`src/hw/rtl/ocd_pkg.sv`:
```
// ----------------------------------------------------------------------------
// ocd_pkg: shared types and constants of the OLED command decoder
// Opcodes, addressing modes, the decoded operation passed from the front
// part to the back part, and address arithmetic widths.
// ----------------------------------------------------------------------------
package ocd_pkg;

	// Bytes per page row of display memory
	localparam int PAGE_WIDTH = 128;

	// Memory sizes for the two panel heights
	localparam int MEM_SIZE_TALL  = 1024;
	localparam int MEM_SIZE_SHORT = 512;

	localparam int POS_W  = 10;
	localparam int ADDR_W = 10;
	// Width of page * PAGE_WIDTH + column + position before the range check
	localparam int CALC_W = $clog2(7 * PAGE_WIDTH + 255 + PAGE_WIDTH + 1);

	// Control byte classes
	localparam logic [7:0] CTL_COMMAND   = 8'h00;
	localparam logic [7:0] CTL_DATA_BASE = 8'h40;

	// Command byte ranges
	localparam logic [7:0] CMD_COL_LOW_HI   = 8'h0F;
	localparam logic [7:0] CMD_COL_HIGH_HI  = 8'h1F;
	localparam logic [7:0] CMD_LINE_LO      = 8'h40;
	localparam logic [7:0] CMD_LINE_HI      = 8'h7F;
	localparam logic [7:0] CMD_PAGE_LO      = 8'hB0;
	localparam logic [7:0] CMD_PAGE_HI      = 8'hB7;

	// Commands with arguments
	localparam logic [7:0] CMD_ADDR_MODE    = 8'h20;
	localparam logic [7:0] CMD_COL_RANGE    = 8'h21;
	localparam logic [7:0] CMD_PAGE_RANGE   = 8'h22;
	localparam logic [7:0] CMD_CONTRAST     = 8'h81;
	localparam logic [7:0] CMD_CHARGE_PUMP  = 8'h8D;
	localparam logic [7:0] CMD_MUX_RATIO    = 8'hA8;
	localparam logic [7:0] CMD_OFFSET       = 8'hD3;
	localparam logic [7:0] CMD_CLOCK_DIV    = 8'hD5;
	localparam logic [7:0] CMD_PRECHARGE    = 8'hD9;
	localparam logic [7:0] CMD_COM_PINS     = 8'hDA;
	localparam logic [7:0] CMD_VCOM_DESEL   = 8'hDB;

	// Single-byte flag commands
	localparam logic [7:0] CMD_DISPLAY_OFF  = 8'hAE;
	localparam logic [7:0] CMD_DISPLAY_ON   = 8'hAF;
	localparam logic [7:0] CMD_SCAN_REV     = 8'hC0;
	localparam logic [7:0] CMD_SCAN_NORM    = 8'hC8;
	localparam logic [7:0] CMD_SEG_REMAP    = 8'hA0;
	localparam logic [7:0] CMD_SEG_NORM     = 8'hA1;
	localparam logic [7:0] CMD_INV_OFF      = 8'hA6;
	localparam logic [7:0] CMD_INV_ON       = 8'hA7;

	// Addressing modes
	localparam logic [7:0] MODE_HORIZONTAL  = 8'h00;
	localparam logic [7:0] MODE_PAGE        = 8'h02;

	localparam logic [7:0] CONTRAST_RESET   = 8'h7F;

	typedef enum logic [3:0] {
		OP_NONE       = 4'd0,
		OP_FIRST_LINE = 4'd1,
		OP_COL_LOW    = 4'd2,
		OP_COL_HIGH   = 4'd3,
		OP_PAGE       = 4'd4,
		OP_FLAG_ON    = 4'd5,
		OP_FLAG_MX    = 4'd6,
		OP_FLAG_MY    = 4'd7,
		OP_FLAG_INV   = 4'd8,
		OP_MODE       = 4'd9,
		OP_CONTRAST   = 4'd10,
		OP_OFFSET     = 4'd11,
		OP_DATA       = 4'd12
	} op_kind_t;

	typedef struct packed {
		op_kind_t   kind;
		logic [7:0] value;
		logic       first;
	} op_t;

endpackage

```
`src/hw/rtl/ocd_if.sv`:
```
// ----------------------------------------------------------------------------
// ocd_in_if / ocd_out_if: bus byte and result channels
// Valid/ready channels; a beat moves when valid and ready are both high.
// ----------------------------------------------------------------------------
interface ocd_in_if;
	logic       valid;
	logic       ready;
	logic [7:0] bus_byte;
	logic [7:0] control_byte;
	logic       first_of_transfer;

	modport source (output valid, output bus_byte, output control_byte,
		output first_of_transfer, input ready);
	modport sink (input valid, input bus_byte, input control_byte,
		input first_of_transfer, output ready);
endinterface

interface ocd_out_if;
	logic       valid;
	logic       ready;
	logic       mem_write;
	logic [9:0] byte_addr;
	logic [7:0] mem_data;
	logic       panel_on;
	logic       mirror_x;
	logic       mirror_y;
	logic       invert_pixels;
	logic [7:0] contrast_level;
	logic [8:0] row_shift;

	modport source (output valid, output mem_write, output byte_addr, output mem_data,
		output panel_on, output mirror_x, output mirror_y, output invert_pixels,
		output contrast_level, output row_shift, input ready);
	modport sink (input valid, input mem_write, input byte_addr, input mem_data,
		input panel_on, input mirror_x, input mirror_y, input invert_pixels,
		input contrast_level, input row_shift, output ready);
endinterface

```
`src/hw/rtl/ocd_front.sv`:
```
// ----------------------------------------------------------------------------
// ocd_front: byte classifier
// Tracks pending command arguments and turns each accepted bus byte into
// one decoded operation.
// ----------------------------------------------------------------------------
module ocd_front (
	input  logic          clk,
	input  logic          arst_n,
	ocd_in_if.sink        in_ch,
	output logic          op_valid,
	output ocd_pkg::op_t  op,
	input  logic          op_ready
);

	logic [7:0] pending_opcode_q;
	logic [1:0] args_left_q;
	logic [7:0] pending_next;
	logic [1:0] args_next;
	logic       accept;
	logic [7:0] b;

	assign in_ch.ready = op_ready;
	assign op_valid    = in_ch.valid;
	assign accept      = in_ch.valid && op_ready;
	assign b           = in_ch.bus_byte;

	always_comb begin
		pending_next = pending_opcode_q;
		args_next    = args_left_q;
		op.kind      = ocd_pkg::OP_NONE;
		op.value     = b;
		op.first     = in_ch.first_of_transfer;
		if (in_ch.control_byte == ocd_pkg::CTL_COMMAND) begin
			if (args_left_q != 2'd0) begin
				args_next = args_left_q - 2'd1;
				case (pending_opcode_q)
					ocd_pkg::CMD_ADDR_MODE: op.kind = ocd_pkg::OP_MODE;
					ocd_pkg::CMD_CONTRAST:  op.kind = ocd_pkg::OP_CONTRAST;
					ocd_pkg::CMD_OFFSET:    op.kind = ocd_pkg::OP_OFFSET;
					default:                op.kind = ocd_pkg::OP_NONE;
				endcase
			end else if (b inside {[ocd_pkg::CMD_LINE_LO:ocd_pkg::CMD_LINE_HI]}) begin
				op.kind = ocd_pkg::OP_FIRST_LINE;
			end else if (b <= ocd_pkg::CMD_COL_LOW_HI) begin
				op.kind = ocd_pkg::OP_COL_LOW;
			end else if (b <= ocd_pkg::CMD_COL_HIGH_HI) begin
				op.kind = ocd_pkg::OP_COL_HIGH;
			end else if (b inside {[ocd_pkg::CMD_PAGE_LO:ocd_pkg::CMD_PAGE_HI]}) begin
				op.kind = ocd_pkg::OP_PAGE;
			end else if (b inside {ocd_pkg::CMD_COL_RANGE, ocd_pkg::CMD_PAGE_RANGE}) begin
				pending_next = b;
				args_next    = 2'd2;
			end else if (b inside {ocd_pkg::CMD_ADDR_MODE, ocd_pkg::CMD_CONTRAST,
					ocd_pkg::CMD_MUX_RATIO, ocd_pkg::CMD_OFFSET, ocd_pkg::CMD_CLOCK_DIV,
					ocd_pkg::CMD_PRECHARGE, ocd_pkg::CMD_COM_PINS,
					ocd_pkg::CMD_VCOM_DESEL, ocd_pkg::CMD_CHARGE_PUMP}) begin
				pending_next = b;
				args_next    = 2'd1;
			end else begin
				// Flag commands carry the new flag value in value[0]
				case (b)
					ocd_pkg::CMD_DISPLAY_OFF: begin
						op.kind = ocd_pkg::OP_FLAG_ON;  op.value = 8'd0;
					end
					ocd_pkg::CMD_DISPLAY_ON: begin
						op.kind = ocd_pkg::OP_FLAG_ON;  op.value = 8'd1;
					end
					ocd_pkg::CMD_SCAN_REV: begin
						op.kind = ocd_pkg::OP_FLAG_MY;  op.value = 8'd1;
					end
					ocd_pkg::CMD_SCAN_NORM: begin
						op.kind = ocd_pkg::OP_FLAG_MY;  op.value = 8'd0;
					end
					ocd_pkg::CMD_SEG_REMAP: begin
						op.kind = ocd_pkg::OP_FLAG_MX;  op.value = 8'd1;
					end
					ocd_pkg::CMD_SEG_NORM: begin
						op.kind = ocd_pkg::OP_FLAG_MX;  op.value = 8'd0;
					end
					ocd_pkg::CMD_INV_OFF: begin
						op.kind = ocd_pkg::OP_FLAG_INV; op.value = 8'd0;
					end
					ocd_pkg::CMD_INV_ON: begin
						op.kind = ocd_pkg::OP_FLAG_INV; op.value = 8'd1;
					end
					default: op.kind = ocd_pkg::OP_NONE;
				endcase
			end
		end else if (in_ch.control_byte >= ocd_pkg::CTL_DATA_BASE) begin
			op.kind = ocd_pkg::OP_DATA;
		end
	end

	always_ff @(posedge clk or negedge arst_n) begin
		if (!arst_n) begin
			pending_opcode_q <= 8'd0;
			args_left_q      <= 2'd0;
		end else if (accept) begin
			pending_opcode_q <= pending_next;
			args_left_q      <= args_next;
		end
	end

endmodule

```
`src/hw/rtl/ocd_queue.sv`:
```
// ----------------------------------------------------------------------------
// ocd_queue: two-entry operation queue
// Decouples the classifier from the executor.
// ----------------------------------------------------------------------------
module ocd_queue (
	input  logic          clk,
	input  logic          arst_n,
	input  logic          push_valid,
	input  ocd_pkg::op_t  push_op,
	output logic          push_ready,
	output logic          pop_valid,
	output ocd_pkg::op_t  pop_op,
	input  logic          pop_ready
);

	ocd_pkg::op_t entry_q [2];
	logic         wr_ptr_q;
	logic         rd_ptr_q;
	logic [1:0]   count_q;
	logic         push;
	logic         pop;

	assign push_ready = (count_q != 2'd2);
	assign pop_valid  = (count_q != 2'd0);
	assign pop_op     = entry_q[rd_ptr_q];
	assign push       = push_valid && push_ready;
	assign pop        = pop_valid && pop_ready;

	always_ff @(posedge clk) begin
		if (push) begin
			entry_q[wr_ptr_q] <= push_op;
		end
	end

	always_ff @(posedge clk or negedge arst_n) begin
		if (!arst_n) begin
			wr_ptr_q <= 1'b0;
			rd_ptr_q <= 1'b0;
			count_q  <= 2'd0;
		end else begin
			if (push) begin
				wr_ptr_q <= ~wr_ptr_q;
			end
			if (pop) begin
				rd_ptr_q <= ~rd_ptr_q;
			end
			case ({push, pop})
				2'b10:   count_q <= count_q + 2'd1;
				2'b01:   count_q <= count_q - 2'd1;
				default: count_q <= count_q;
			endcase
		end
	end

endmodule

```
`src/hw/rtl/ocd_back.sv`:
```
// ----------------------------------------------------------------------------
// ocd_back: operation executor
// Holds the display registers and data position, forms memory writes and
// drives the registered result.
// ----------------------------------------------------------------------------
module ocd_back (
	input  logic          clk,
	input  logic          arst_n,
	input  logic          tall_panel,
	input  logic          op_valid,
	input  ocd_pkg::op_t  op,
	output logic          op_ready,
	ocd_out_if.source     out_ch
);

	localparam int CW = ocd_pkg::CALC_W;

	logic [7:0]                addressing_mode_q;
	logic [2:0]                page_number_q;
	logic [3:0]                column_low_q;
	logic [3:0]                column_high_q;
	logic [5:0]                first_line_q;
	logic [7:0]                offset_setting_q;
	logic [ocd_pkg::POS_W-1:0] data_position_q;
	logic                      flag_on_q;
	logic                      flag_mx_q;
	logic                      flag_my_q;
	logic                      flag_inv_q;
	logic [7:0]                contrast_q;
	logic                      out_valid_q;

	logic                      pop;
	logic [ocd_pkg::POS_W-1:0] pos_base;
	logic [ocd_pkg::POS_W-1:0] pos_next;
	logic [CW-1:0]             mem_size;
	logic [CW-1:0]             page_addr;
	logic                      wr;
	logic [ocd_pkg::ADDR_W-1:0] addr;
	logic [7:0]                line_next;
	logic [7:0]                offset_next;

	assign op_ready = !out_valid_q || out_ch.ready;
	assign pop      = op_valid && op_ready;
	assign mem_size = tall_panel ? CW'(ocd_pkg::MEM_SIZE_TALL) : CW'(ocd_pkg::MEM_SIZE_SHORT);
	assign pos_base = op.first ? '0 : data_position_q;
	assign page_addr = CW'(page_number_q) * CW'(ocd_pkg::PAGE_WIDTH)
		+ CW'({column_high_q, column_low_q}) + CW'(pos_base);

	always_comb begin
		wr       = 1'b0;
		addr     = '0;
		pos_next = pos_base;
		if (op.kind == ocd_pkg::OP_DATA) begin
			if (addressing_mode_q == ocd_pkg::MODE_HORIZONTAL) begin
				wr       = 1'b1;
				addr     = pos_base & ocd_pkg::ADDR_W'(mem_size - CW'(1));
				pos_next = pos_base + ocd_pkg::POS_W'(1);
			end else if (addressing_mode_q == ocd_pkg::MODE_PAGE) begin
				if (pos_base < ocd_pkg::POS_W'(ocd_pkg::PAGE_WIDTH)) begin
					// Clip writes that run past the end of memory
					if (page_addr < mem_size) begin
						wr   = 1'b1;
						addr = page_addr[ocd_pkg::ADDR_W-1:0];
					end
					pos_next = pos_base + ocd_pkg::POS_W'(1);
				end
			end
		end
	end

	assign line_next   = (op.kind == ocd_pkg::OP_FIRST_LINE) ? {2'b00, op.value[5:0]}
		: {2'b00, first_line_q};
	assign offset_next = (op.kind == ocd_pkg::OP_OFFSET) ? op.value : offset_setting_q;

	always_ff @(posedge clk or negedge arst_n) begin
		if (!arst_n) begin
			addressing_mode_q <= ocd_pkg::MODE_HORIZONTAL;
			page_number_q     <= 3'd0;
			column_low_q      <= 4'd0;
			column_high_q     <= 4'd0;
			first_line_q      <= 6'd0;
			offset_setting_q  <= 8'd0;
			data_position_q   <= '0;
			flag_on_q         <= 1'b1;
			flag_mx_q         <= 1'b0;
			flag_my_q         <= 1'b0;
			flag_inv_q        <= 1'b0;
			contrast_q        <= ocd_pkg::CONTRAST_RESET;
			out_valid_q       <= 1'b0;
		end else begin
			if (pop) begin
				data_position_q <= pos_next;
				first_line_q    <= line_next[5:0];
				offset_setting_q <= offset_next;
				case (op.kind)
					ocd_pkg::OP_COL_LOW:  column_low_q      <= op.value[3:0];
					ocd_pkg::OP_COL_HIGH: column_high_q     <= op.value[3:0];
					ocd_pkg::OP_PAGE:     page_number_q     <= op.value[2:0];
					ocd_pkg::OP_FLAG_ON:  flag_on_q         <= op.value[0];
					ocd_pkg::OP_FLAG_MX:  flag_mx_q         <= op.value[0];
					ocd_pkg::OP_FLAG_MY:  flag_my_q         <= op.value[0];
					ocd_pkg::OP_FLAG_INV: flag_inv_q        <= op.value[0];
					ocd_pkg::OP_MODE:     addressing_mode_q <= op.value;
					ocd_pkg::OP_CONTRAST: contrast_q        <= op.value;
					default:              ;
				endcase
			end
			if (pop) begin
				out_valid_q <= 1'b1;
			end else if (out_ch.ready) begin
				out_valid_q <= 1'b0;
			end
		end
	end

	// Result payload: loaded with the state as it stands after the operation
	always_ff @(posedge clk) begin
		if (pop) begin
			out_ch.mem_write      <= wr;
			out_ch.byte_addr      <= addr;
			out_ch.mem_data       <= wr ? op.value : 8'd0;
			out_ch.panel_on       <= (op.kind == ocd_pkg::OP_FLAG_ON)  ? op.value[0] : flag_on_q;
			out_ch.mirror_x       <= (op.kind == ocd_pkg::OP_FLAG_MX)  ? op.value[0] : flag_mx_q;
			out_ch.mirror_y       <= (op.kind == ocd_pkg::OP_FLAG_MY)  ? op.value[0] : flag_my_q;
			out_ch.invert_pixels  <= (op.kind == ocd_pkg::OP_FLAG_INV) ? op.value[0] : flag_inv_q;
			out_ch.contrast_level <= (op.kind == ocd_pkg::OP_CONTRAST) ? op.value : contrast_q;
			out_ch.row_shift      <= {1'b0, offset_next} + {1'b0, line_next};
		end
	end

	assign out_ch.valid = out_valid_q;

endmodule

```
`src/hw/rtl/oled_command_decoder.sv`:
```
// ----------------------------------------------------------------------------
// oled_command_decoder: OLED controller bus byte decoder
// Classifies controller bus bytes as commands, arguments or pixel data,
// keeps the display registers and emits one result per byte with the
// display-memory write it causes.
// ----------------------------------------------------------------------------
//
//  Channel   Dir  Payload                                       Beat
//  --------  ---  --------------------------------------------  ----------------
//  in_ch     in   bus_byte, control_byte, first_of_transfer     one bus byte
//  out_ch    out  mem_write/addr/data, flags, contrast, shift   one result
//  cfg       in   cfg_wdata = tall_panel (cfg_we strobe)        register write
//
//  One byte enters per cycle while the queue has room; each result is registered
//  twice after its byte (classifier into the queue, executor into the output register).
//  The queue holds two decoded operations; in_ch.ready drops only when it is
//  full, so a stalled output side backs up through the queue.
//  Reset is asynchronous and active low; it restores panel on, contrast 127,
//  horizontal mode and a 128x64 panel.
//
module oled_command_decoder (
	input  logic       clk,
	input  logic       arst_n,
	input  logic       cfg_we,
	input  logic       cfg_wdata,
	ocd_in_if.sink     in_ch,
	ocd_out_if.source  out_ch
);

	logic         tall_panel_q;
	logic         op_valid;
	ocd_pkg::op_t op;
	logic         op_ready;
	logic         q_valid;
	ocd_pkg::op_t q_op;
	logic         q_ready;

	// Hold the panel height; the user must write it only while idle, the block does not enforce this
	always_ff @(posedge clk or negedge arst_n) begin
		if (!arst_n) begin
			tall_panel_q <= 1'b1;
		end else if (cfg_we) begin
			tall_panel_q <= cfg_wdata;
		end
	end

	// Classify: track pending arguments and decode each byte
	ocd_front u_front (
		.clk      (clk),
		.arst_n   (arst_n),
		.in_ch    (in_ch),
		.op_valid (op_valid),
		.op       (op),
		.op_ready (op_ready)
	);

	// Decouple the two sides
	ocd_queue u_queue (
		.clk        (clk),
		.arst_n     (arst_n),
		.push_valid (op_valid),
		.push_op    (op),
		.push_ready (op_ready),
		.pop_valid  (q_valid),
		.pop_op     (q_op),
		.pop_ready  (q_ready)
	);

	// Execute: advance display state and form memory writes
	ocd_back u_back (
		.clk        (clk),
		.arst_n     (arst_n),
		.tall_panel (tall_panel_q),
		.op_valid   (q_valid),
		.op         (q_op),
		.op_ready   (q_ready),
		.out_ch     (out_ch)
	);

endmodule

```
`src/flat_wrapper.sv`:
```
// flat-port wrapper written by rule: the top's interface ports become plain ports
module oled_command_decoder_flat 
  (clk, arst_n, cfg_we, cfg_wdata, in_ch_valid, in_ch_bus_byte, in_ch_control_byte, in_ch_first_of_transfer, in_ch_ready, out_ch_valid, out_ch_mem_write, out_ch_byte_addr, out_ch_mem_data, out_ch_panel_on, out_ch_mirror_x, out_ch_mirror_y, out_ch_invert_pixels, out_ch_contrast_level, out_ch_row_shift, out_ch_ready);
  ocd_in_if in_ch_i ();
  ocd_out_if out_ch_i ();
  input  logic clk;
  input  logic arst_n;
  input  logic cfg_we;
  input  logic cfg_wdata;
  input wire logic [$bits(in_ch_i.valid)-1:0] in_ch_valid;
  input wire logic [$bits(in_ch_i.bus_byte)-1:0] in_ch_bus_byte;
  input wire logic [$bits(in_ch_i.control_byte)-1:0] in_ch_control_byte;
  input wire logic [$bits(in_ch_i.first_of_transfer)-1:0] in_ch_first_of_transfer;
  output wire logic [$bits(in_ch_i.ready)-1:0] in_ch_ready;
  output wire logic [$bits(out_ch_i.valid)-1:0] out_ch_valid;
  output wire logic [$bits(out_ch_i.mem_write)-1:0] out_ch_mem_write;
  output wire logic [$bits(out_ch_i.byte_addr)-1:0] out_ch_byte_addr;
  output wire logic [$bits(out_ch_i.mem_data)-1:0] out_ch_mem_data;
  output wire logic [$bits(out_ch_i.panel_on)-1:0] out_ch_panel_on;
  output wire logic [$bits(out_ch_i.mirror_x)-1:0] out_ch_mirror_x;
  output wire logic [$bits(out_ch_i.mirror_y)-1:0] out_ch_mirror_y;
  output wire logic [$bits(out_ch_i.invert_pixels)-1:0] out_ch_invert_pixels;
  output wire logic [$bits(out_ch_i.contrast_level)-1:0] out_ch_contrast_level;
  output wire logic [$bits(out_ch_i.row_shift)-1:0] out_ch_row_shift;
  input wire logic [$bits(out_ch_i.ready)-1:0] out_ch_ready;
  assign in_ch_i.valid = in_ch_valid;
  assign in_ch_i.bus_byte = in_ch_bus_byte;
  assign in_ch_i.control_byte = in_ch_control_byte;
  assign in_ch_i.first_of_transfer = in_ch_first_of_transfer;
  assign in_ch_ready = in_ch_i.ready;
  assign out_ch_valid = out_ch_i.valid;
  assign out_ch_mem_write = out_ch_i.mem_write;
  assign out_ch_byte_addr = out_ch_i.byte_addr;
  assign out_ch_mem_data = out_ch_i.mem_data;
  assign out_ch_panel_on = out_ch_i.panel_on;
  assign out_ch_mirror_x = out_ch_i.mirror_x;
  assign out_ch_mirror_y = out_ch_i.mirror_y;
  assign out_ch_invert_pixels = out_ch_i.invert_pixels;
  assign out_ch_contrast_level = out_ch_i.contrast_level;
  assign out_ch_row_shift = out_ch_i.row_shift;
  assign out_ch_i.ready = out_ch_ready;
  oled_command_decoder u_core (.clk(clk), .arst_n(arst_n), .cfg_we(cfg_we), .cfg_wdata(cfg_wdata), .in_ch(in_ch_i), .out_ch(out_ch_i));
endmodule
```
`config.mk`:
```
export PLATFORM = sky130hd
export DESIGN_NAME = oled_command_decoder_flat
export DESIGN_NICKNAME = d
export VERILOG_FILES = /design/src/hw/rtl/ocd_pkg.sv /design/src/hw/rtl/ocd_if.sv /design/src/hw/rtl/ocd_front.sv /design/src/hw/rtl/ocd_queue.sv /design/src/hw/rtl/ocd_back.sv /design/src/hw/rtl/oled_command_decoder.sv /design/src/flat_wrapper.sv
export SDC_FILE = /design/constraint.sdc
export NUM_CORES = 1
export LEC_CHECK = 0
export BUFFER_PORTS_ARGS = -buffer_cell sky130_fd_sc_hd__buf_2
export CAP_MARGIN = 20
export CORE_ASPECT_RATIO = 2
export CORE_MARGIN = 2
export CORE_UTILIZATION = 45
export CTS_CLUSTER_SIZE = 25
export DETAILED_ROUTE_END_ITERATION = 8
export PLACE_DENSITY = 0.61
export RECOVER_POWER = 25
export SYNTH_ARGS = -nofsm -noshare
export SYNTH_HDL_FRONTEND = slang
export SYNTH_SLANG_ARGS = --single-unit
```
`constraint.sdc`:
```
create_clock -name clk -period 5.5 [get_ports clk]
set_input_delay 1.1 -clock clk [delete_from_list [all_inputs] [get_ports clk]]
set_output_delay 1.1 -clock clk [all_outputs]
set_load 0.005 [all_outputs]
```
==> results of run 1 <==
## path summary, 6_finish.rpt
| path | from | endpoint | cells past startpoint |
|---|---|---|---|
| worst max-delay path | u_core.u_queue.rd_ptr_q | u_core.u_back.out_ch.mem_data[0] | 17 |
| worst min-delay path | u_core.u_back.flag_on_q | u_core.u_back.flag_on_q | 2 |
| worst max register to register | u_core.u_queue.rd_ptr_q | u_core.u_back.out_ch.mem_data[0] | 17 |
| worst min register to register | u_core.u_back.flag_on_q | u_core.u_back.flag_on_q | 2 |
| max in group asynchronous | arst_n | u_core.u_front.pending_opcode_q[1] | 2 |
| min in group asynchronous | arst_n | u_core.u_back.page_number_q[2] | 2 |
## synth_stat cells (11+ instances only)
cell	count	area share (%)
inv_1	21	1.1
edfxtp_1	66	28
nand2_1	74	3.9
nor2_1	72	3.8
nor2b_1	14	1.2
mux2_2	24	3.8
o21ai_0	28	2.0
dfrtp_1	62	22
xor2_1	11	1.4
xnor2_1	21	2.6
ha_1	23	4.1
a21oi_1	36	2.5
nand3_1	13	0.92
clkbuf_1	17	0.90
and3_1	11	0.97
nor3_1	12	0.85
## power breakdown
part           internal, W  total, W  leakage [nW]  switching (W)
sequential         0.00149   0.00165          1.53       0.000156
combinational     0.000550   0.00135          1.64       0.000799
clock             0.000783   0.00125         0.312       0.000467
total              0.00283   0.00425          3.49        0.00142
## per-stage QoR
stage	cell area (um^2)	std cells
2_1_floorplan	7100	659
3_3_place_gp	7590	903
3_5_place_dp	7590	903
4_1_cts	8240	935
5_1_grt	8240	936
6_report	8240	936
## cell type report
cell class / count / area (um^2) / area share (%)
multi-input combinational: 472 / 3110 / 37.8
inverter: 21 / 78.8 / 0.957
clock buffer: 18 / 439 / 5.33
timing repair buffer: 73 / 378 / 4.59
sequential: 137 / 3770 / 45.8
tap: 201 / 251 / 3.05
clock inverter: 14 / 210 / 2.55
## worst max-delay path, delay by kind of cell, from the launching register on
family / cells / cell delay (ns)
AOI/OAI and AO/OA: 7 / 1.84
and+or+nand+nor: 3 / 0.82
adders and majority gates: 2 / 0.46
DFF: 1 / 0.37
buffers and inverters: 2 / 0.37
xor gates and xnor gates: 2 / 0.33
muxes: 1 / 0.29
## cells by family (layout without fill, tap and decap cells)
group           Yosys count  after routing  synth area share (%)
mux                      38             38                  5.94
compound gates          135            135                  12.6
flops                   137            137                  53.1
fa+ha+maj                26             26                  4.76
buf+inv                  50            126                  3.10
xor+xnor                 32             32                  3.95
simple gates            241            241                  16.5
## flip-flops by register name, summed over array words and instances (netlist names), 2 cells and up
name / cells
u_core.u_back.contrast_q: 8
u_core.u_back.out_ch.contrast_level: 8
u_core.u_back.out_ch.byte_addr: 10
u_core.u_back.data_position_q: 10
u_core.u_front.pending_opcode_q: 8
u_core.u_back.out_ch.row_shift: 9
u_core.u_back.out_ch.mem_data: 8
u_core.u_back.column_low_q: 4
u_core.u_back.page_number_q: 3
u_core.u_back.offset_setting_q: 8
u_core.u_back.column_high_q: 4
u_core.u_back.first_line_q: 6
u_core.u_back.addressing_mode_q: 8
u_core.u_queue.count_q: 2
u_core.u_front.args_left_q: 2
u_core.u_queue.entry_q: 26
## metal layers
metal	up-vias	part of all wire, %
met5	-	0
met4	0	2.2
li1	2511	-
met3	23	4.1
met2	119	49
met1	2480	44
==> flow_metrics.py, run 1 <==
metrics = {
    "sta": {
        "holdWs_ns": 0.468,
        "final-hold-violation-count": 0,
        "timing.slew.headroom_pct": -161,
        "fin_skew_ns": 0.00693,
        "setup-tns-final_ns": 0,
        "rsz0062_at_grt": "no",
        "max_freq_ghz": 0.215,
        "finalCritPeriodShare_pct": 84.6,
        "setup_viol": 0,
        "worst_pin_slew_ns": 3.91,
        "fin_crit_ns": 4.66,
        "final_max_slew_viol_count": 72,
        "setup_slack_ns": 0.844,
    },
    "die": {
        "core_um2": 15600,
        "die_h_um": 182,
        "io_pins": 65,
        "die_w_um": 92.8,
        "dieArea_um2": 16900,
        "floorplan.initialDensity_pct": 45.5,
        "num_rows": 65,
    },
    "setup_path": {
        "cp_cell_sequence": "mux2i_2 > buf_4 > nand2_1 > xor2_1 > inv_1 > ha_1 > a21oi_1 > o211ai_1 > o41a_1 > a21o_1 > a21oi_1 > xnor2_1 > ha_1 > or4b_1 > a41oi_2 > o21bai_2 > nor2_1",
        "critPathArrivalTime_ns": 4.93,
        "crit_slowest_cell": "or4b_1",
        "end_kind": "flop",
        "startpoint_type": "flop",
        "critPathMaxFanout": 25,
        "max_stage_delay_ns": 0.53,
        "critPathRequiredTime_ns": 5.78,
        "path_class": "flop to flop",
        "r2r_slack_ns": 0.84,
    },
    "routing": {
        "drc": 0,
        "num_vias": 5133,
        "routedWlPerCell_um": 16.0,
        "drt_iter0_markers": 224,
        "avgViaCountPerCell": 5.48,
        "antenna_left": 0,
        "drt_first_pass_iters": 5,
        "routed_wirelength_um": 15000,
    },
    "min_path": {
        "hp-class": "flop to flop",
    },
    "pwr": {
        "p_leak_nw": 3.49,
        "max-vdd-ir-drop_mv": 0.306,
        "p_total_w": 0.00425,
        "power_density_nw_per_um2": 516,
    },
    "global_routing": {
        "grt_remaining_overflow": 0,
        "grt_max_degree": 72,
        "grtUsageTotal_pct": 18.9,
        "grt_pass1_wl_um": 25100,
        "first_global_vias": 5014,
        "grt.busiest_layer": "met2",
        "use_met3_pct": 4.48,
        "antenna_found_initial": 0,
        "use_met1_pct": 24.5,
        "use_met2_pct": 30.8,
    },
    "cells_and_area": {
        "drive_above_1_share_pct": 21.0,
        "syn_to_final_growth_pct": 16.0,
        "mostFrequentLayoutCells": "74 x nand2_1, 72 x nor2_1, 66 x edfxtp_1",
        "layout_commonest_cell": "nand2_1",
        "finalNetCount": 770,
        "diodes": 0,
        "fill_cells": 1425,
        "fin_util_pct": 52.8,
    },
    "clock_tree": {
        "htreeDepth": 4,
        "ctsHoldBuffers": 0,
        "clkLatencyLatePin_ns": 0.43,
        "cts_buffers": 17,
        "cts_tree": "yes",
        "clk_pin_slew_worst_paths_ns": 0.06,
        "cts_resized": 0,
        "clockRootBuffer": "clkbuf_16",
        "cts_buffer_depth": 2,
        "postCtsSetupBuffers": 0,
        "cts.sinks": 137,
    },
    "synthesis": {
        "ys_async_sr_fraction_pct": 51.8,
        "synth-edff-count": 66,
        "syn_area_per_cell_um2": 10.8,
        "synthesis.area_um2": 7100,
        "synth_cell_types": 74,
        "ys_seq_area_share_pct": 53.1,
        "synth_warnings": 0,
        "synth_fp_nets": 707,
        "synth_flop_cell": "edfxtp_1",
        "ys_seq_elements": 137,
        "synthCells": 659,
    },
    "placed_design": {
        "post-place-ws_ns": 0.884,
        "port_buffers": 64,
        "post-dp-hpwl_um": 10400,
        "gp_congestion": 0.894,
    },
    "run_status": {
        "violations": "max-capacitance violations, max-slew violations",
        "status": "finished with violations",
    },
    "job": {
        "drv_cap": 1,
    },
}
(Power assumes the default switching activity.)
==> inputs of run 2 (changes only) <==
clock period = 4.7 ns   (was 5.5 ns; I/O delays follow)
==> flow_metrics.py, run 2 (synthesized netlist as in run 1, its figures left out) <==
metrics = {
    "run_status": {
        "status": "finished with violations",
        "violations": "max-capacitance violations, max-slew violations",
    },
    "sta": {
        "rsz0062_at_grt": "no",
        "timing.slew.headroom_pct": -45.6,
        "final_max_slew_viol_count": 72,
        "final-hold-violation-count": 0,
        "fin_skew_ns": 0.00803,
        "setup_viol": 0,
        "fin_crit_ns": 4.29,
        "worst_pin_slew_ns": 2.18,
        "finalCritPeriodShare_pct": 91.2,
        "holdWs_ns": 0.356,
        "setup-tns-final_ns": 0,
        "max_freq_ghz": 0.233,
    },
    "die": {
        "io_pins": 65,
        "core_um2": 15600,
        "num_rows": 65,
        "die_w_um": 92.8,
        "floorplan.initialDensity_pct": 45.5,
        "die_h_um": 182,
        "dieArea_um2": 16900,
    },
    "routing": {
        "avgViaCountPerCell": 5.50,
        "routedWlPerCell_um": 15.9,
        "drc": 0,
        "drt_first_pass_iters": 5,
        "drt_iter0_markers": 284,
        "antenna_left": 0,
        "num_vias": 5197,
        "routed_wirelength_um": 15100,
    },
    "cells_and_area": {
        "layout_commonest_cell": "nand2_1",
        "finalNetCount": 779,
        "top_register": "u_core.u_queue.entry_q",
        "mostFrequentLayoutCells": "74 x nand2_1, 72 x nor2_1, 66 x edfxtp_1",
        "diodes": 0,
        "drive_above_1_share_pct": 21.6,
        "fill_cells": 1395,
        "largest_reg_flops": 26,
        "reg_top3": "u_core.u_queue.entry_q (26), u_core.u_back.data_position_q (10), u_core.u_back.out_ch.byte_addr (10)",
        "syn_to_final_growth_pct": 16.5,
    },
    "setup_path": {
        "max_stage_delay_ns": 0.56,
        "crit_slowest_cell": "or4b_1",
        "critPathMaxFanout": 9,
        "startpoint_type": "flop",
        "cp_cell_sequence": "mux2i_2 > nand2_1 > xor2_1 > inv_1 > ha_1 > a21oi_1 > o211ai_1 > o41a_1 > a21o_1 > a21oi_1 > xnor2_1 > ha_1 > or4b_1 > a41oi_4 > o21bai_2 > nor2_1",
        "path_class": "flop to flop",
        "end_kind": "flop",
        "critPathArrivalTime_ns": 4.55,
        "critPathRequiredTime_ns": 4.97,
    },
    "min_path": {
        "hp-class": "input pin to async pin",
    },
    "clock_tree": {
        "clkLatencyLatePin_ns": 0.42,
        "ctsHoldBuffers": 0,
        "cts_buffers": 17,
        "cts.sinks": 137,
        "cts_tree": "yes",
        "cts_buffer_depth": 2,
        "clk_pin_slew_worst_paths_ns": 0.06,
        "htreeDepth": 4,
        "clockRootBuffer": "clkbuf_16",
    },
    "pwr": {
        "power_density_nw_per_um2": 593,
        "max-vdd-ir-drop_mv": 0.367,
        "p_total_w": 0.00490,
        "p_leak_nw": 3.51,
    },
    "placed_design": {
        "post-dp-hpwl_um": 10300,
        "gp_congestion": 0.858,
        "port_buffers": 64,
    },
    "global_routing": {
        "antenna_found_initial": 0,
        "grtUsageTotal_pct": 19.0,
        "grt_remaining_overflow": 0,
        "grt_max_degree": 43,
        "grt_pass1_wl_um": 25300,
        "first_global_vias": 4936,
    },
    "job": {
        "drv_cap": 2,
    },
}
-- run 2: worst paths after layout --
path	startpoint	endpoint	slack, ns	depth (start not counted)
setup reg to reg	u_core.u_queue.rd_ptr_q	u_core.u_back.out_ch.mem_data[0]	0.41	16
hold reg to reg	u_core.u_back.flag_on_q	u_core.u_back.flag_on_q	0.47	2
max in group asynchronous	arst_n	u_core.u_back.offset_setting_q[4]	0.91	3
setup / recovery	u_core.u_queue.rd_ptr_q	u_core.u_back.out_ch.mem_data[0]	0.41	16
hold / removal	arst_n	u_core.u_back.data_position_q[8]	0.36	1
min in group clk	u_core.u_back.flag_on_q	u_core.u_back.flag_on_q	0.47	2
-- run 2: routing by layer --
metal  vias to the layer above  GRT usage, %  share of wire, %
met5                         -             0                 0
met4                         0          9.24               3.0
met3                        26          2.74               3.4
met2                       134          30.5                50
met1                      2513          25.0                44
li1                       2524             -                 -
-- run 2: through the flow --
stage	area, um^2	instances	worst slack, ns	utilization (%)
3_5_place_dp	7620	907	0.261	48.8
3_3_place_gp	7620	907	0.393	48.8
4_1_cts	8230	939	0.241	52.7
2_1_floorplan	7100	659	0.647	-
6_report	8270	945	0.415	53.0
5_1_grt	8270	945	0.0442	53.0
-- run 2: final cells by class --
cell class	instances	area, um^2	share of cell area, %
multi-input cells	472	3120	37.7
clock inverters	15	184	2.22
well taps	201	251	3.04
repair buffers	82	440	5.32
clock buffers	17	425	5.14
inverters	21	78.8	0.953
flip-flops and latches	137	3770	45.6
-- run 2: power breakdown --
group          switching (W)  internal [W]
logic               0.000947      0.000656
registers           0.000187       0.00175
clock network       0.000564      0.000805
total                0.00170       0.00321
-- run 2: what timing repair did --
item / 4_1_cts / 5_1_grt
setup endpoints to repair: 0 / 9
gates resized for setup: 0 / 1
endpoints found under the hold margin: 0 / 0
buffers inserted: 0 / 5
-- run 2: worst max-delay path: cells and delay by family, from the launching register on --
family,cells,cell delay [ns]
compound gates,7,1.66
simple gates,3,0.88
fa+ha+maj,2,0.47
flops,1,0.39
xor+xnor,2,0.34
mux,1,0.31
buf+inv,1,0.08
==> inputs of run 3 (changes only) <==
--- a/config.mk
+++ b/config.mk
@@ -11,4 +11,5 @@
 export CORE_MARGIN = 2
 export CORE_UTILIZATION = 45
+export CTS_CLUSTER_DIAMETER = 30
 export CTS_CLUSTER_SIZE = 25
 export DETAILED_ROUTE_END_ITERATION = 8
==> constraint.sdc (replaced) <==
create_clock -name clk -period 4.7 [get_ports clk]
set_input_delay 1.175 -clock clk [delete_from_list [all_inputs] [get_ports clk]]
set_output_delay 1.175 -clock clk [all_outputs]
set_load 0.005 [all_outputs]
==> flow_metrics.py, run 3 (synthesized netlist as in run 1, its figures left out) <==
metrics = {
    "pwr": {
        "power_density_nw_per_um2": 589,
        "p_total_w": 0.00483,
        "p_leak_nw": 3.46,
        "max-vdd-ir-drop_mv": 0.267,
    },
    "die": {
        "die_h_um": 182,
        "num_rows": 65,
        "die_w_um": 92.8,
        "floorplan.initialDensity_pct": 45.5,
        "dieArea_um2": 16900,
        "io_pins": 65,
        "core_um2": 15600,
    },
    "routing": {
        "avgViaCountPerCell": 5.49,
        "drc": 0,
        "antenna_left": 0,
        "drt_first_pass_iters": 4,
        "num_vias": 5158,
        "routed_wirelength_um": 15000,
        "drt_iter0_markers": 231,
        "routedWlPerCell_um": 16.0,
    },
    "cells_and_area": {
        "finalNetCount": 774,
        "finalNonFillerCells": 940,
        "largest_reg_flops": 26,
        "reg_top3": "u_core.u_queue.entry_q (26), u_core.u_back.data_position_q (10), u_core.u_back.out_ch.byte_addr (10)",
        "diodes": 0,
        "fin_util_pct": 52.6,
        "syn_to_final_growth_pct": 15.6,
        "mostFrequentLayoutCells": "74 x nand2_1, 72 x nor2_1, 66 x edfxtp_1",
        "fill_cells": 1437,
        "layout_commonest_cell": "nand2_1",
        "drive_above_1_share_pct": 20.7,
        "top_register": "u_core.u_queue.entry_q",
    },
    "sta": {
        "final-hold-violation-count": 0,
        "final_max_slew_viol_count": 37,
        "worst_pin_slew_ns": 2.04,
        "setup_slack_ns": 0.389,
        "rsz0062_at_grt": "no",
        "setup-tns-final_ns": 0,
        "max_freq_ghz": 0.232,
        "setup_viol": 0,
        "fin_skew_ns": 0.00833,
        "fin_crit_ns": 4.31,
        "finalCritPeriodShare_pct": 91.7,
        "timing.slew.headroom_pct": -36.3,
    },
    "clock_tree": {
        "cts_buffers": 17,
        "clk_pin_slew_worst_paths_ns": 0.06,
        "cts_buffer_depth": 2,
        "ctsHoldBuffers": 0,
        "htreeDepth": 4,
        "postCtsSetupBuffers": 0,
        "clkLatencyLatePin_ns": 0.42,
        "cts.sinks": 137,
        "clockRootBuffer": "clkbuf_16",
        "cts_tree": "yes",
        "cts_resized": 0,
    },
    "global_routing": {
        "antenna_found_initial": 0,
        "first_global_vias": 4864,
        "grt_remaining_overflow": 0,
        "grtUsageTotal_pct": 18.7,
        "grt_pass1_wl_um": 24800,
        "grt_max_degree": 60,
    },
    "placed_design": {
        "post-dp-hpwl_um": 10500,
        "dp_cells": 908,
        "port_buffers": 64,
        "gp_congestion": 0.838,
        "post-place-ws_ns": 0.403,
    },
    "run_status": {
        "violations": "max-capacitance violations, max-slew violations",
        "status": "finished with violations",
    },
    "min_path": {
        "hp-class": "flop to flop",
    },
    "setup_path": {
        "startpoint_type": "flop",
        "critPathRequiredTime_ns": 4.96,
        "end_kind": "flop",
        "critPathArrivalTime_ns": 4.57,
        "path_class": "flop to flop",
        "critPathMaxFanout": 24,
    },
    "job": {
        "drv_cap": 1,
    },
}
run 3: changes by cell type in the layout (fill, tap and decap cells not counted), sizes merged:
cell,before,now
clkinvlp,2,4
clkbuf,23,26
clkinv,3,4
inv,29,23
buf,76,71
run 3: final timing paths:
| check | startpoint | to | slack, ns | depth (start not counted) |
|---|---|---|---|---|
| max | u_core.u_queue.rd_ptr_q | u_core.u_back.out_ch.byte_addr[8] | 0.39 | 17 |
| min in group asynchronous | arst_n | u_core.u_back.column_low_q[0] | 1.34 | 1 |
| min reg2reg | u_core.u_back.flag_on_q | u_core.u_back.flag_on_q | 0.47 | 2 |
| max in group asynchronous | arst_n | u_core.u_back.contrast_q[1] | 1.96 | 2 |
| max reg2reg | u_core.u_queue.rd_ptr_q | u_core.u_back.out_ch.byte_addr[8] | 0.39 | 17 |
| min | u_core.u_back.flag_on_q | u_core.u_back.flag_on_q | 0.47 | 2 |
run 3: through the flow:
stage	hold WS [ns]	area [um^2]
after global routing	0.489	8210
after detailed placement	0.462	7640
after floorplan	0.439	7100
after CTS	0.471	8220
final	0.469	8210
after global placement	0.447	7630
run 3: area by class of cell:
class,instances,area [um^2],area share [%]
Clock inverter,12,145,1.77
Multi-Input combinational cell,472,3110,37.9
Inverter,21,78.8,0.960
Tap cell,201,251,3.06
Clock buffer,20,437,5.32
Sequential cell,137,3770,45.9
Timing Repair Buffer,77,415,5.06
run 3: layer usage:
metal  track usage (%)  share of wire [%]  vias up
met1              24.1                 44     2474
met3              3.98                3.8       28
met5                 0                  0        -
li1                  -                  -     2518
met4              7.53                2.1        0
met2              30.5                 50      138
run 3: critical path: stages, from the launching register on:
cell,delay [ns]
dfrtp_1,0.37
mux2i_2,0.32
buf_4,0.31
nand2_1,0.13
xnor2_1,0.15
ha_1,0.37
nand3_1,0.10
o211ai_1,0.12
o41a_1,0.37
a21o_1,0.19
a21oi_1,0.16
xnor2_1,0.10
ha_1,0.18
or4b_1,0.53
a41oi_2,0.34
buf_4,0.23
a32oi_1,0.06
nor2_1,0.14
run 3: report_power, final:
| part | switching, W | total, W | internal [W] |
|---|---|---|---|
| sequential | 0.000185 | 0.00193 | 0.00175 |
| clock | 0.000520 | 0.00131 | 0.000789 |
| combinational | 0.000932 | 0.00159 | 0.000659 |
